--- src/hdl/rtes_pkg.sv ---
// Shared types, widths and constants for the rigid transform extent score block.
package rtes_pkg;

    localparam int FRAC_BITS = 16;

    // Field and register widths
    localparam int CFG_W    = 17;  // Q1.16 parameter register
    localparam int CFG_IDX_W = 3;
    localparam int PT_W     = 24;  // Q8.16 point coordinate
    localparam int Q_W      = 19;  // quaternion component 2p-1
    localparam int ENT_W    = 18;  // rotation entry, signed, in [-1,1]
    localparam int SMUL_W   = Q_W + PT_W;
    localparam int PROD_W   = 38;  // products of quaternion components
    localparam int NUM_W    = 40;  // matrix numerators
    localparam int LEN_W    = 38;  // squared quaternion length
    localparam int QUO_W    = 18;
    localparam int ACC_W    = 44;  // rotation dot product
    localparam int SH_W     = 22;  // shift (p-0.5)*10
    localparam int T_W      = 29;  // transformed coordinate
    localparam int AX_W     = 25;  // smoothed maximum
    localparam int V_W      = 33;  // 99*max + |t| + 50
    localparam int UOP_W    = 34;
    localparam int UPROD_W  = 2 * UOP_W;
    localparam int SCORE_W  = 43;
    localparam int OUT_TDATA_W = 48;
    localparam int IN_TDATA_W  = 3 * PT_W;

    localparam int N_CFG  = 7;
    localparam int N_ENT  = 9;
    localparam int N_SQ   = 10;
    localparam int N_AX   = 3;
    localparam int DIV_STEPS = FRAC_BITS;
    localparam int STEP_W = $clog2(DIV_STEPS);

    localparam logic [CFG_W-1:0] CFG_ONE  = CFG_W'(1 << FRAC_BITS);
    localparam logic [CFG_W-1:0] CFG_HALF = CFG_W'(1 << (FRAC_BITS - 1));

    // floor(v/100) = (v * RECIP_100) >> RECIP_SHIFT, exact for v below 2^32
    localparam logic [31:0] RECIP_100  = 32'd2748779070;
    localparam int          RECIP_SHIFT = 38;
    localparam int          QDIV_W      = 30;

    localparam logic [AX_W-1:0]    AXIS_MAX  = '1;
    localparam logic [SCORE_W-1:0] SCORE_MAX = '1;

    // Configuration register indices
    typedef enum logic [CFG_IDX_W-1:0] {
        REG_QUAT_W   = 3'd0,
        REG_QUAT_X   = 3'd1,
        REG_QUAT_Y   = 3'd2,
        REG_QUAT_Z   = 3'd3,
        REG_OFFSET_X = 3'd4,
        REG_OFFSET_Y = 3'd5,
        REG_OFFSET_Z = 3'd6
    } cfg_reg_t;

    // Quaternion component products, in the order they are formed
    typedef enum logic [3:0] {
        SQ_AA = 4'd0, SQ_BB = 4'd1, SQ_CC = 4'd2, SQ_DD = 4'd3, SQ_BC = 4'd4,
        SQ_AD = 4'd5, SQ_BD = 4'd6, SQ_AC = 4'd7, SQ_CD = 4'd8, SQ_AB = 4'd9
    } sq_t;

    // Row-major matrix entry positions
    localparam logic [3:0] ENT_00 = 4'd0, ENT_01 = 4'd1, ENT_02 = 4'd2;
    localparam logic [3:0] ENT_10 = 4'd3, ENT_11 = 4'd4, ENT_12 = 4'd5;
    localparam logic [3:0] ENT_20 = 4'd6, ENT_21 = 4'd7, ENT_22 = 4'd8;

    typedef enum logic [1:0] {
        ACC_HOLD = 2'd0,
        ACC_LOAD = 2'd1,
        ACC_ADD  = 2'd2
    } acc_op_t;

    typedef enum logic [1:0] {
        UM_RECIP = 2'd0,
        UM_M01   = 2'd1,
        UM_P12M2 = 2'd2
    } umul_sel_t;

    typedef enum logic [3:0] {
        ST_IDLE, ST_SQ, ST_LEN, ST_LCHK, ST_DLOAD, ST_DIV, ST_DFIN,
        ST_ROT, ST_RACC, ST_AX_EVAL, ST_AX_MUL, ST_AX_WR,
        ST_SC_M01, ST_SC_M2, ST_OUT
    } state_t;

    typedef struct packed {
        logic      load_point;
        logic      clr_max;
        logic      sq_mul;
        logic      len_calc;
        logic      len_chk;
        logic      div_load;
        logic      div_step;
        logic      div_fin;
        logic [3:0] idx;
        logic      rot_mul;
        logic [1:0] row;
        logic [1:0] col;
        acc_op_t   acc_op;
        logic      ax_eval;
        logic      ax_write;
        logic      ax_first;
        logic      umul_en;
        umul_sel_t umul_sel;
        logic      out_load;
    } cmd_t;

    typedef struct packed {
        logic len_zero;
        logic last;
    } sts_t;

endpackage

--- src/hdl/rtes_ctrl.sv ---
// Sequencer for the extent score block: issues datapath commands per step.
module rtes_ctrl (
    input  logic             aclk,
    input  logic             aresetn,
    input  logic             s_tvalid,
    output logic             s_tready,
    output logic             m_tvalid,
    input  logic             m_tready,
    input  rtes_pkg::sts_t   sts,
    output rtes_pkg::cmd_t   cmd
);

    rtes_pkg::state_t               state_reg, state_next;
    logic [3:0]                     idx_reg, idx_next;
    logic [rtes_pkg::STEP_W-1:0]    step_reg, step_next;
    logic [1:0]                     row_reg, row_next;
    logic [1:0]                     col_reg, col_next;
    logic                           first_reg, first_next;
    logic                           cur_first_reg, cur_first_next;
    logic                           m_valid_reg, m_valid_next;

    always_ff @(posedge aclk) begin
        if (!aresetn) begin
            state_reg     <= rtes_pkg::ST_IDLE;
            idx_reg       <= '0;
            step_reg      <= '0;
            row_reg       <= '0;
            col_reg       <= '0;
            first_reg     <= 1'b1;
            cur_first_reg <= 1'b0;
            m_valid_reg   <= 1'b0;
        end else begin
            state_reg     <= state_next;
            idx_reg       <= idx_next;
            step_reg      <= step_next;
            row_reg       <= row_next;
            col_reg       <= col_next;
            first_reg     <= first_next;
            cur_first_reg <= cur_first_next;
            m_valid_reg   <= m_valid_next;
        end
    end

    always_comb begin
        state_next     = state_reg;
        idx_next       = idx_reg;
        step_next      = step_reg;
        row_next       = row_reg;
        col_next       = col_reg;
        first_next     = first_reg;
        cur_first_next = cur_first_reg;
        s_tready       = 1'b0;
        cmd            = '0;
        cmd.idx        = idx_reg;
        cmd.row        = row_reg;
        cmd.col        = col_reg;
        cmd.acc_op     = rtes_pkg::ACC_HOLD;
        cmd.umul_sel   = rtes_pkg::UM_RECIP;
        cmd.ax_first   = cur_first_reg;

        case (state_reg)
            rtes_pkg::ST_IDLE: begin
                s_tready = 1'b1;
                if (s_tvalid) begin
                    cmd.load_point = 1'b1;
                    cur_first_next = first_reg;
                    first_next     = 1'b0;
                    row_next       = '0;
                    col_next       = '0;
                    idx_next       = '0;
                    if (first_reg) begin
                        cmd.clr_max = 1'b1;
                        state_next  = rtes_pkg::ST_SQ;
                    end else begin
                        state_next  = rtes_pkg::ST_ROT;
                    end
                end
            end
            rtes_pkg::ST_SQ: begin
                cmd.sq_mul = 1'b1;
                if (idx_reg == 4'(rtes_pkg::N_SQ - 1)) begin
                    state_next = rtes_pkg::ST_LEN;
                end else begin
                    idx_next = idx_reg + 4'd1;
                end
            end
            rtes_pkg::ST_LEN: begin
                cmd.len_calc = 1'b1;
                state_next   = rtes_pkg::ST_LCHK;
            end
            rtes_pkg::ST_LCHK: begin
                cmd.len_chk = 1'b1;
                idx_next    = '0;
                if (sts.len_zero) begin
                    state_next = rtes_pkg::ST_ROT;
                end else begin
                    state_next = rtes_pkg::ST_DLOAD;
                end
            end
            rtes_pkg::ST_DLOAD: begin
                cmd.div_load = 1'b1;
                step_next    = '0;
                state_next   = rtes_pkg::ST_DIV;
            end
            rtes_pkg::ST_DIV: begin
                cmd.div_step = 1'b1;
                if (step_reg == rtes_pkg::STEP_W'(rtes_pkg::DIV_STEPS - 1)) begin
                    state_next = rtes_pkg::ST_DFIN;
                end else begin
                    step_next = step_reg + 1'b1;
                end
            end
            rtes_pkg::ST_DFIN: begin
                cmd.div_fin = 1'b1;
                if (idx_reg == 4'(rtes_pkg::N_ENT - 1)) begin
                    state_next = rtes_pkg::ST_ROT;
                end else begin
                    idx_next   = idx_reg + 4'd1;
                    state_next = rtes_pkg::ST_DLOAD;
                end
            end
            rtes_pkg::ST_ROT: begin
                cmd.rot_mul = 1'b1;
                case (col_reg)
                    2'd0:    cmd.acc_op = rtes_pkg::ACC_HOLD;
                    2'd1:    cmd.acc_op = rtes_pkg::ACC_LOAD;
                    default: cmd.acc_op = rtes_pkg::ACC_ADD;
                endcase
                if (col_reg == 2'd2) begin
                    state_next = rtes_pkg::ST_RACC;
                end else begin
                    col_next = col_reg + 2'd1;
                end
            end
            rtes_pkg::ST_RACC: begin
                cmd.acc_op = rtes_pkg::ACC_ADD;
                state_next = rtes_pkg::ST_AX_EVAL;
            end
            rtes_pkg::ST_AX_EVAL: begin
                cmd.ax_eval = 1'b1;
                state_next  = rtes_pkg::ST_AX_MUL;
            end
            rtes_pkg::ST_AX_MUL: begin
                cmd.umul_en  = 1'b1;
                cmd.umul_sel = rtes_pkg::UM_RECIP;
                state_next   = rtes_pkg::ST_AX_WR;
            end
            rtes_pkg::ST_AX_WR: begin
                cmd.ax_write = 1'b1;
                col_next     = '0;
                if (row_reg == 2'd2) begin
                    if (sts.last) begin
                        state_next = rtes_pkg::ST_SC_M01;
                    end else begin
                        state_next = rtes_pkg::ST_IDLE;
                    end
                end else begin
                    row_next   = row_reg + 2'd1;
                    state_next = rtes_pkg::ST_ROT;
                end
            end
            rtes_pkg::ST_SC_M01: begin
                cmd.umul_en  = 1'b1;
                cmd.umul_sel = rtes_pkg::UM_M01;
                state_next   = rtes_pkg::ST_SC_M2;
            end
            rtes_pkg::ST_SC_M2: begin
                cmd.umul_en  = 1'b1;
                cmd.umul_sel = rtes_pkg::UM_P12M2;
                state_next   = rtes_pkg::ST_OUT;
            end
            rtes_pkg::ST_OUT: begin
                if (!m_valid_reg || m_tready) begin
                    cmd.out_load = 1'b1;
                    first_next   = 1'b1;
                    state_next   = rtes_pkg::ST_IDLE;
                end
            end
            default: state_next = rtes_pkg::ST_IDLE;
        endcase
    end

    always_comb begin
        m_valid_next = m_valid_reg;
        if (cmd.out_load) begin
            m_valid_next = 1'b1;
        end else if (m_tready) begin
            m_valid_next = 1'b0;
        end
    end

    assign m_tvalid = m_valid_reg;

endmodule

--- config.mk ---
export PLATFORM = sky130hd
export DESIGN_NAME = rtes_ctrl
export DESIGN_NICKNAME = d
export VERILOG_FILES = /design/src/hdl/rtes_pkg.sv /design/src/hdl/rtes_ctrl.sv
export SDC_FILE = /design/constraint.sdc
export NUM_CORES = 1
export LEC_CHECK = 0
export BUFFER_PORTS_ARGS = -buffer_cell sky130_fd_sc_hd__buf_2
export CORE_ASPECT_RATIO = 0.75
export CORE_MARGIN = 2
export CORE_UTILIZATION = 53
export DETAILED_ROUTE_END_ITERATION = 7
export GPL_ROUTABILITY_DRIVEN = 0
export GPL_TIMING_DRIVEN = 0
export PLACE_DENSITY = 0.78
export SYNTH_ARGS = -nofsm -noshare
export SYNTH_HDL_FRONTEND = slang
export SYNTH_SLANG_ARGS = --single-unit
export TNS_END_PERCENT = 10
--- constraint.sdc ---
create_clock -name aclk -period 2 [get_ports aclk]
set_clock_uncertainty 0.05 [all_clocks]
set_input_delay 0.2 -clock aclk [delete_from_list [all_inputs] [get_ports aclk]]
set_output_delay 0.2 -clock aclk [all_outputs]
set_load 0.03 [all_outputs]
; ---- Word-level counts from Yosys, hierarchy flattened
; Cells that the tools add are included.
[totals]
register_bits = 19
output_inout_bits = 28
in_bits = 6
[classes]
reduce_logical = 17
mux = 45
n_addsub = 4
n_eq_ne = 30
[op_table]
columns = operator, count
row1 = case mux 4 bit (15 select lines), 1
row2 = two-way mux 4 bit, 11
row3 = equality test 4 bit (second input constant), 10
row4 = inequality test 2 bit (second input constant), 10
row5 = two-way mux 1 bit, 17
row6 = equality test 4 x 3 -> 1 bit (second input constant), 4
row7 = case mux 4 bit (4 select lines), 1
row8 = two-way mux 2 bit, 7
row9 = case mux 2 bit (2 select lines), 3
row10 = case mux 3 bit (3 select lines), 1
row11 = AND reduction 3 bit, 3
row12 = adder 4 x 1 -> 4 bit (second input constant), 2
row13 = equality test 4 x 2 -> 1 bit (second input constant), 2
row14 = case mux 4 bit (2 select lines), 1
row15 = nonzero test 2 bit, 4
row16 = case mux 2 bit (3 select lines), 1
row17 = AND reduction 5 bit, 1
row18 = adder 2 x 1 -> 2 bit (second input constant), 2
row19 = equality test 2 bit (second input constant), 2
row20 = equality test 4 x 1 -> 1 bit (second input constant), 1
row21 = zero test 4 bit, 1
row22 = AND reduction 2 bit, 2
row23 = AND reduction 4 bit, 1
row24 = nonzero test 4 bit, 1
row25 = 7 further kinds, 7

; ---- Logic depth before layout (Yosys ltp)
; Gate-level depths: netlist (run 1).
[depth]
word_depth = 5
depth_mapped = 7
ltp_nobuf = 6

; ---- Worst setup path after synthesis (run 1)
; No wires, ideal clock.
[synth_path]
path_type = register to output
startpoint = register state_reg[3]
endpoint = output cmd[8] (netlist name)
n_path_buf = 2
arrival_time_ns = 1.581
path_slack_ns = 0.169
required_time_ns = 1.750
path_stages_with_launch = 5
cell_sequence = dfxtp_1 > buf_6 > clkbuf_1 > nand2b_1 > o31ai_1
[synth_rtl]
columns = element, line_no
row1 = "start, declared", rtes_ctrl.sv:13  ; rtes_pkg::state_t state_reg, state_next;
row2 = "start signal, assigned", rtes_ctrl.sv:24  ; state_reg <= rtes_pkg::ST_IDLE;
row3 = "start signal, assigned", rtes_ctrl.sv:33  ; state_reg <= state_next;
row4 = "end, declared", rtes_ctrl.sv:10  ; output rtes_pkg::cmd_t cmd

==> impl_metrics.py, run 1 <==
metrics = {
    "clocking": {
        "htree_levels": 1,
        "clk_pin_slew_ps": 120,
        "clk_latency_ps": 310,
        "clock-root-buffer": "clkbuf_4",
        "numCtsBuffers": 3,
        "cts_tree": "done",
        "clock-sinks": 19,
        "cts.path.max_buffers": 2,
    },
    "routing": {
        "drc": 0,
        "dr.pass1.iters": 6,
        "drtIter0Drc": 100,
        "wl_microns": 3660,
        "wl_per_cell_microns": 14.6,
        "antenna_left": 0,
        "viasPerCell": 5.71,
        "num_vias": 1428,
    },
    "die": {
        "die_area_sq_um": 3010,
        "boundaryPins": 34,
        "start_util": 0.579,
        "die_w_microns": 62.7,
        "rows": 15,
        "coreArea_sq_um": 2360,
        "die-height_microns": 48.0,
    },
    "logic_synthesis": {
        "syn_inst": 174,
        "synth_top_area_frac": 0.278,
        "ys_ff_latch": 19,
        "synth_ff_type": "dfxtp_1",
        "synth-edff-count": 0,
        "syn-num-nets": 188,
        "synth.distinct_cells": 50,
        "synth_top_area_cell": "dfxtp_1",
        "yosys_warnings": 0,
        "async_reset_ff_frac": 0,
        "syn_avg_cell_area_sq_um": 7.87,
        "yosys-top-cells-area": "dfxtp_1 (28%), ha_1 (7.3%), nor2_1 (4.7%)",
        "synth_seq_area_share": 0.278,
        "syn-cell-area_sq_um": 1370,
    },
    "setup_path": {
        "critPathCapture": "cmd[8]",
        "r2r_slack_ps": 70,
        "required_ps": 1750,
        "start_kind": "flop",
        "timing.rr.start": "idx_reg[1]",
        "end_kind": "output port",
        "worst_r2r_endpoint": "state_reg[0]",
        "cp_max_fo": 7,
        "reg2reg_depth": 6,
        "startpoint": "state_reg[1]",
        "worstSetupPathType": "flop to output port",
        "worst_ep_arrival_time_ps": 1750,
    },
    "worst_hold_path": {
        "hp-class": "input pin to flop",
    },
    "finish": {
        "antenna_cells": 0,
        "fin_area_sq_um": 1710,
        "area_growth_pct": 25.0,
        "fin_cells": 250,
        "final_layout_size_suffix_gt1_frac": 0.319,
        "nets": 231,
    },
    "pwr": {
        "p_total_mw": 1.84,
        "p_per_area_nw_per_um2": 1080,
        "vdd_drop_max_v": 0.000471,
        "leakagePower_nw": 0.789,
    },
    "sta": {
        "period_minus_slack_ps": 2000,
        "layout_setup_ws_ps": 2.55,
        "final.setup.tns_ps": 0,
        "rsz0062_at_grt": "yes",
        "fmax_ghz": 0.501,
        "finalSetupViolations": 0,
        "worst_pin_slew_ps": 576,
        "post-route-period-util": 0.999,
        "finalHoldViolCount": 0,
        "slew_headroom": 0.616,
        "maxSlewViolCount": 0,
    },
    "flow_run": {
        "cap_violations": 0,
    },
    "global_routing": {
        "grt_max_degree": 12,
        "antenna_found_initial": 0,
        "grt.overflow.total": 0,
        "grt_pass1_wl_microns": 5600,
        "grt_use_total": 0.240,
        "first_global_vias": 1224,
    },
    "placed_design": {
        "dp_cells": 240,
        "place_area_sq_um": 1570,
        "portBuffers": 32,
        "dpl.hpwl_microns": 2660,
        "pre_cts_ws_ps": 61.5,
    },
    "outcome": {
        "outcome": "complete, no violations",
    },
}
[power breakdown]
part	leakage [nW]	internal, mW	switching, mW
logic	0.615	0.459	0.674
registers	0.156	0.440	0.0613
clock network	0.0177	0.0749	0.133
[how the worst min path moves through the flow]
| stage | start | endpoint | slack [ps] | depth (start not counted) |
|---|---|---|---|---|
| floorplan | m_tready | m_tvalid | 400 | 2 |
| global placement | cur_first_reg | cur_first_reg | 420 | 2 |
| detailed placement | cur_first_reg | cur_first_reg | 430 | 2 |
| CTS | m_tready | m_tvalid | 170 | 3 |
| global route | m_tready | m_tvalid | 200 | 3 |
| finish | m_tready | m_tvalid | 170 | 3 |
[critical path: stages (launching register included)]
cell and delay (ps):
dfxtp_2 360, buf_6 120, buf_6 110, nand4b_1 150, or3_1 420, o31ai_2 70, buf_4 200
[cells by family after synthesis]
kind of cell,synth area share
multiplexers,0.0219
flip-flops,0.278
XOR/XNOR,0.0128
AND/OR/NAND/NOR,0.332
adder cells (fa/ha/maj),0.0731
buffers and inverters,0.0896
AO/OA/AOI/OAI,0.193
[stage by stage]
step / hold WS (ps) / util
3_3_place_gp: 417 / 0.665
6_report: 174 / 0.723
4_1_cts: 166 / 0.683
3_5_place_dp: 435 / 0.665
2_1_floorplan: 396 / -
5_1_grt: 196 / 0.723
[synth_stat cells, types with 3 or more instances]
cell type and count:
o31ai_1 4, nand2_1 8, a21oi_1 12, and3_1 3, ha_1 8, dfxtp_1 19, or3_1 5, mux2i_1 3
nor3_1 5, nor2b_1 3, nand3b_1 5, nor2_1 17, inv_1 12, o21ai_0 7, clkbuf_1 6, nand3_1 3
nand4b_1 4, nand2b_1 9
[timing repair]
action,4_1_cts,5_1_grt
buffers inserted,0,6
hold buffers,0,0
hold endpoints to repair,0,0
pin swaps,0,2
resized for setup,8,23
setup endpoints to repair,7,9
[cell usage in the layout (no fill, tap or decap), types with 2 or more instances in the layout]
cell,n
clkbuf_1,2
nand4_1,2
or3_1,5
nand3_1,3
dfxtp_2,2
mux2i_1,3
o21ai_0,7
a21oi_1,12
dfxtp_4,2
nor3_1,5
and3_1,2
nand2_1,7
nand2b_1,9
inv_2,2
buf_6,5
or4_1,2
inv_1,11
nand3b_1,5
buf_2,30
clkbuf_4,5
ha_1,8
dfxtp_1,15
o31ai_1,3
nor2b_1,2
nand4b_1,4
xor2_1,2
nor2_1,17
a21o_1,2
and2_1,2
buf_4,10
[metal layers]
metal,vias up,GRT usage,share of wire
li1,706,-,-
met1,665,0.300,0.45
met2,48,0.443,0.49
met3,9,0.0518,0.050
met4,0,0.0578,0.0098
met5,-,0,0
[layout make-up]
cell class / instances / area [sq um]
Clock buffer: 3 / 22.5
Sequential cell: 19 / 390
Inverter: 14 / 55.1
Fill cell: 188 / 654
Timing Repair Buffer: 38 / 220
Multi-Input combinational cell: 129 / 886
Buffer: 12 / 88.8
Clock inverter: 1 / 5.00
Tap cell: 34 / 42.5
Note: power is estimated with default switching activity, not from simulation.
==> inputs of run 2 (changes only) <==
- CORE_UTILIZATION: 53 -> 35
- PLACE_DENSITY: 0.78 -> 0.55
==> impl_metrics.py, run 2 (synthesized netlist as in run 1, its figures left out) <==
metrics = {
    "sta": {
        "post-route-period-util": 0.967,
        "finalHoldViolCount": 0,
        "hold_slack_ps": 243,
        "layout_setup_ws_ps": 65.3,
        "fmax_ghz": 0.517,
        "finalSetupViolations": 0,
        "rsz0062_at_grt": "yes",
        "maxSlewViolCount": 0,
        "slew_headroom": 0.628,
        "worst_pin_slew_ps": 558,
        "period_minus_slack_ps": 1930,
    },
    "setup_path": {
        "reg2reg_depth": 5,
        "end_kind": "output port",
        "crit_buf_inv": 3,
        "cpPeakStageDelay_ps": 550,
        "crit_path_top_delay_cell": "or4_4",
        "worst_ep_arrival_time_ps": 1680,
        "startpoint": "state_reg[3]",
        "r2r_slack_ps": 210,
        "worstSetupPathType": "flop to output port",
        "path_depth": 5,
        "start_kind": "flop",
        "required_ps": 1750,
        "cp_top_family": "simple AND/OR/NAND/NOR gates",
        "worst_r2r_endpoint": "state_reg[0]",
        "path_cells": "buf_6 > or4_4 > inv_2 > and3_1 > buf_4",
        "cp_max_fo": 10,
        "timing.rr.start": "state_reg[2]",
        "critPathCapture": "cmd[24]",
    },
    "worst_hold_path": {
        "hp-class": "input pin to flop",
    },
    "die": {
        "start_util": 0.369,
        "coreArea_sq_um": 3710,
        "die_w_microns": 76.2,
        "die-height_microns": 58.2,
        "boundaryPins": 34,
        "die_area_sq_um": 4430,
        "rows": 19,
    },
    "routing": {
        "antenna_left": 0,
        "dr.pass1.iters": 4,
        "viasPerCell": 5.22,
        "num_vias": 1372,
        "wl_per_cell_microns": 13.4,
        "drc": 0,
        "wl_microns": 3540,
        "drtIter0Drc": 63,
    },
    "placed_design": {
        "portBuffers": 32,
        "dp_cells": 258,
        "dpl.hpwl_microns": 2620,
        "pre_cts_ws_ps": 89.2,
    },
    "clocking": {
        "clk_pin_slew_ps": 80,
        "clock-sinks": 19,
        "htree_levels": 1,
        "clk_latency_ps": 260,
        "clock-root-buffer": "clkbuf_8",
        "numCtsBuffers": 3,
        "cts_tree": "done",
        "cts.path.max_buffers": 2,
    },
    "flow_run": {
        "cap_violations": 0,
    },
    "pwr": {
        "p_per_area_nw_per_um2": 1060,
        "leakagePower_nw": 0.761,
        "vdd_drop_max_v": 0.000577,
        "p_total_mw": 1.77,
    },
    "finish": {
        "final_layout_size_suffix_gt1_frac": 0.275,
        "fin_cells": 263,
        "nets": 226,
        "area_growth_pct": 22.5,
        "final_cell_mix": "buf_2 (31), dfxtp_1 (18), nor2_1 (17)",
        "antenna_cells": 0,
        "final_common_cell": "buf_2",
    },
    "global_routing": {
        "grt.overflow.total": 0,
        "first_global_vias": 1274,
        "antenna_found_initial": 0,
        "grt_pass1_wl_microns": 5950,
        "grt_max_degree": 12,
        "grt_use_total": 0.164,
    },
    "outcome": {
        "outcome": "complete, no violations",
    },
}
-- run 2: changes by cell type in the layout (fill, tap and decap cells not counted), moves of 2 or more --
cell      previous run  this run
dfxtp_4              2         0
clkbuf_4             5         3
buf_4               10         7
clkbuf_8             0         3
buf_6                5         2
dfxtp_1             15        18
-- run 2: metrics by stage --
step           cell area (sq um)  TNS (ps)   util
2_1_floorplan               1370         0      -
3_3_place_gp                1590         0  0.430
3_5_place_dp                1590         0  0.430
4_1_cts                     1650     -38.0  0.444
5_1_grt                     1680     -40.5  0.452
6_report                    1680         0  0.452
-- run 2: tightest hold or removal path: stages --
cell,delay (ps)
buf_2,70
nand2b_1,150
a21oi_1,80
-- run 2: where the power goes --
group	leakage (nW)	switching, mW	internal, mW
sequential	0.155	0.0612	0.431
combinational	0.581	0.620	0.382
clock	0.0255	0.140	0.139
total	0.761	0.821	0.952
-- run 2: worst min-delay path by stage --
stage / to / from / slack [ps] / cells after the start
3_5_place_dp: cur_first_reg / cur_first_reg / 420 / 2
5_1_grt: m_tvalid / m_tready / 280 / 3
3_3_place_gp: cur_first_reg / cur_first_reg / 420 / 2
4_1_cts: m_tvalid / m_tready / 230 / 3
6_report: m_tvalid / m_tready / 240 / 3
2_1_floorplan: m_tvalid / m_tready / 400 / 2
-- run 2: layout make-up --
class | count | area, sq um
fill | 393 | 2030
multi-input combinational | 129 | 871
sequential | 19 | 382
timing repair buffer | 33 | 175
buffer | 12 | 85.1
tap | 52 | 65.1
inverter | 14 | 52.6
clock buffer | 3 | 41.3
clock inverter | 1 | 5.00
-- run 2: metal layers --
| layer | global-route usage | wire (microns) |
|---|---|---|
| met1 | 0.233 | 1670 |
| met5 | 0 | 0 |
| met2 | 0.249 | 1520 |
| met4 | 0.0494 | 34 |
| met3 | 0.0389 | 311 |
-- run 2: repair_timing --
action,CTS,global route
endpoints found under the hold margin,0,0
endpoints found under the setup margin,4,7
cloned,0,0
hold buffers,0,0
setup buffers,0,1
gates resized for setup,5,16
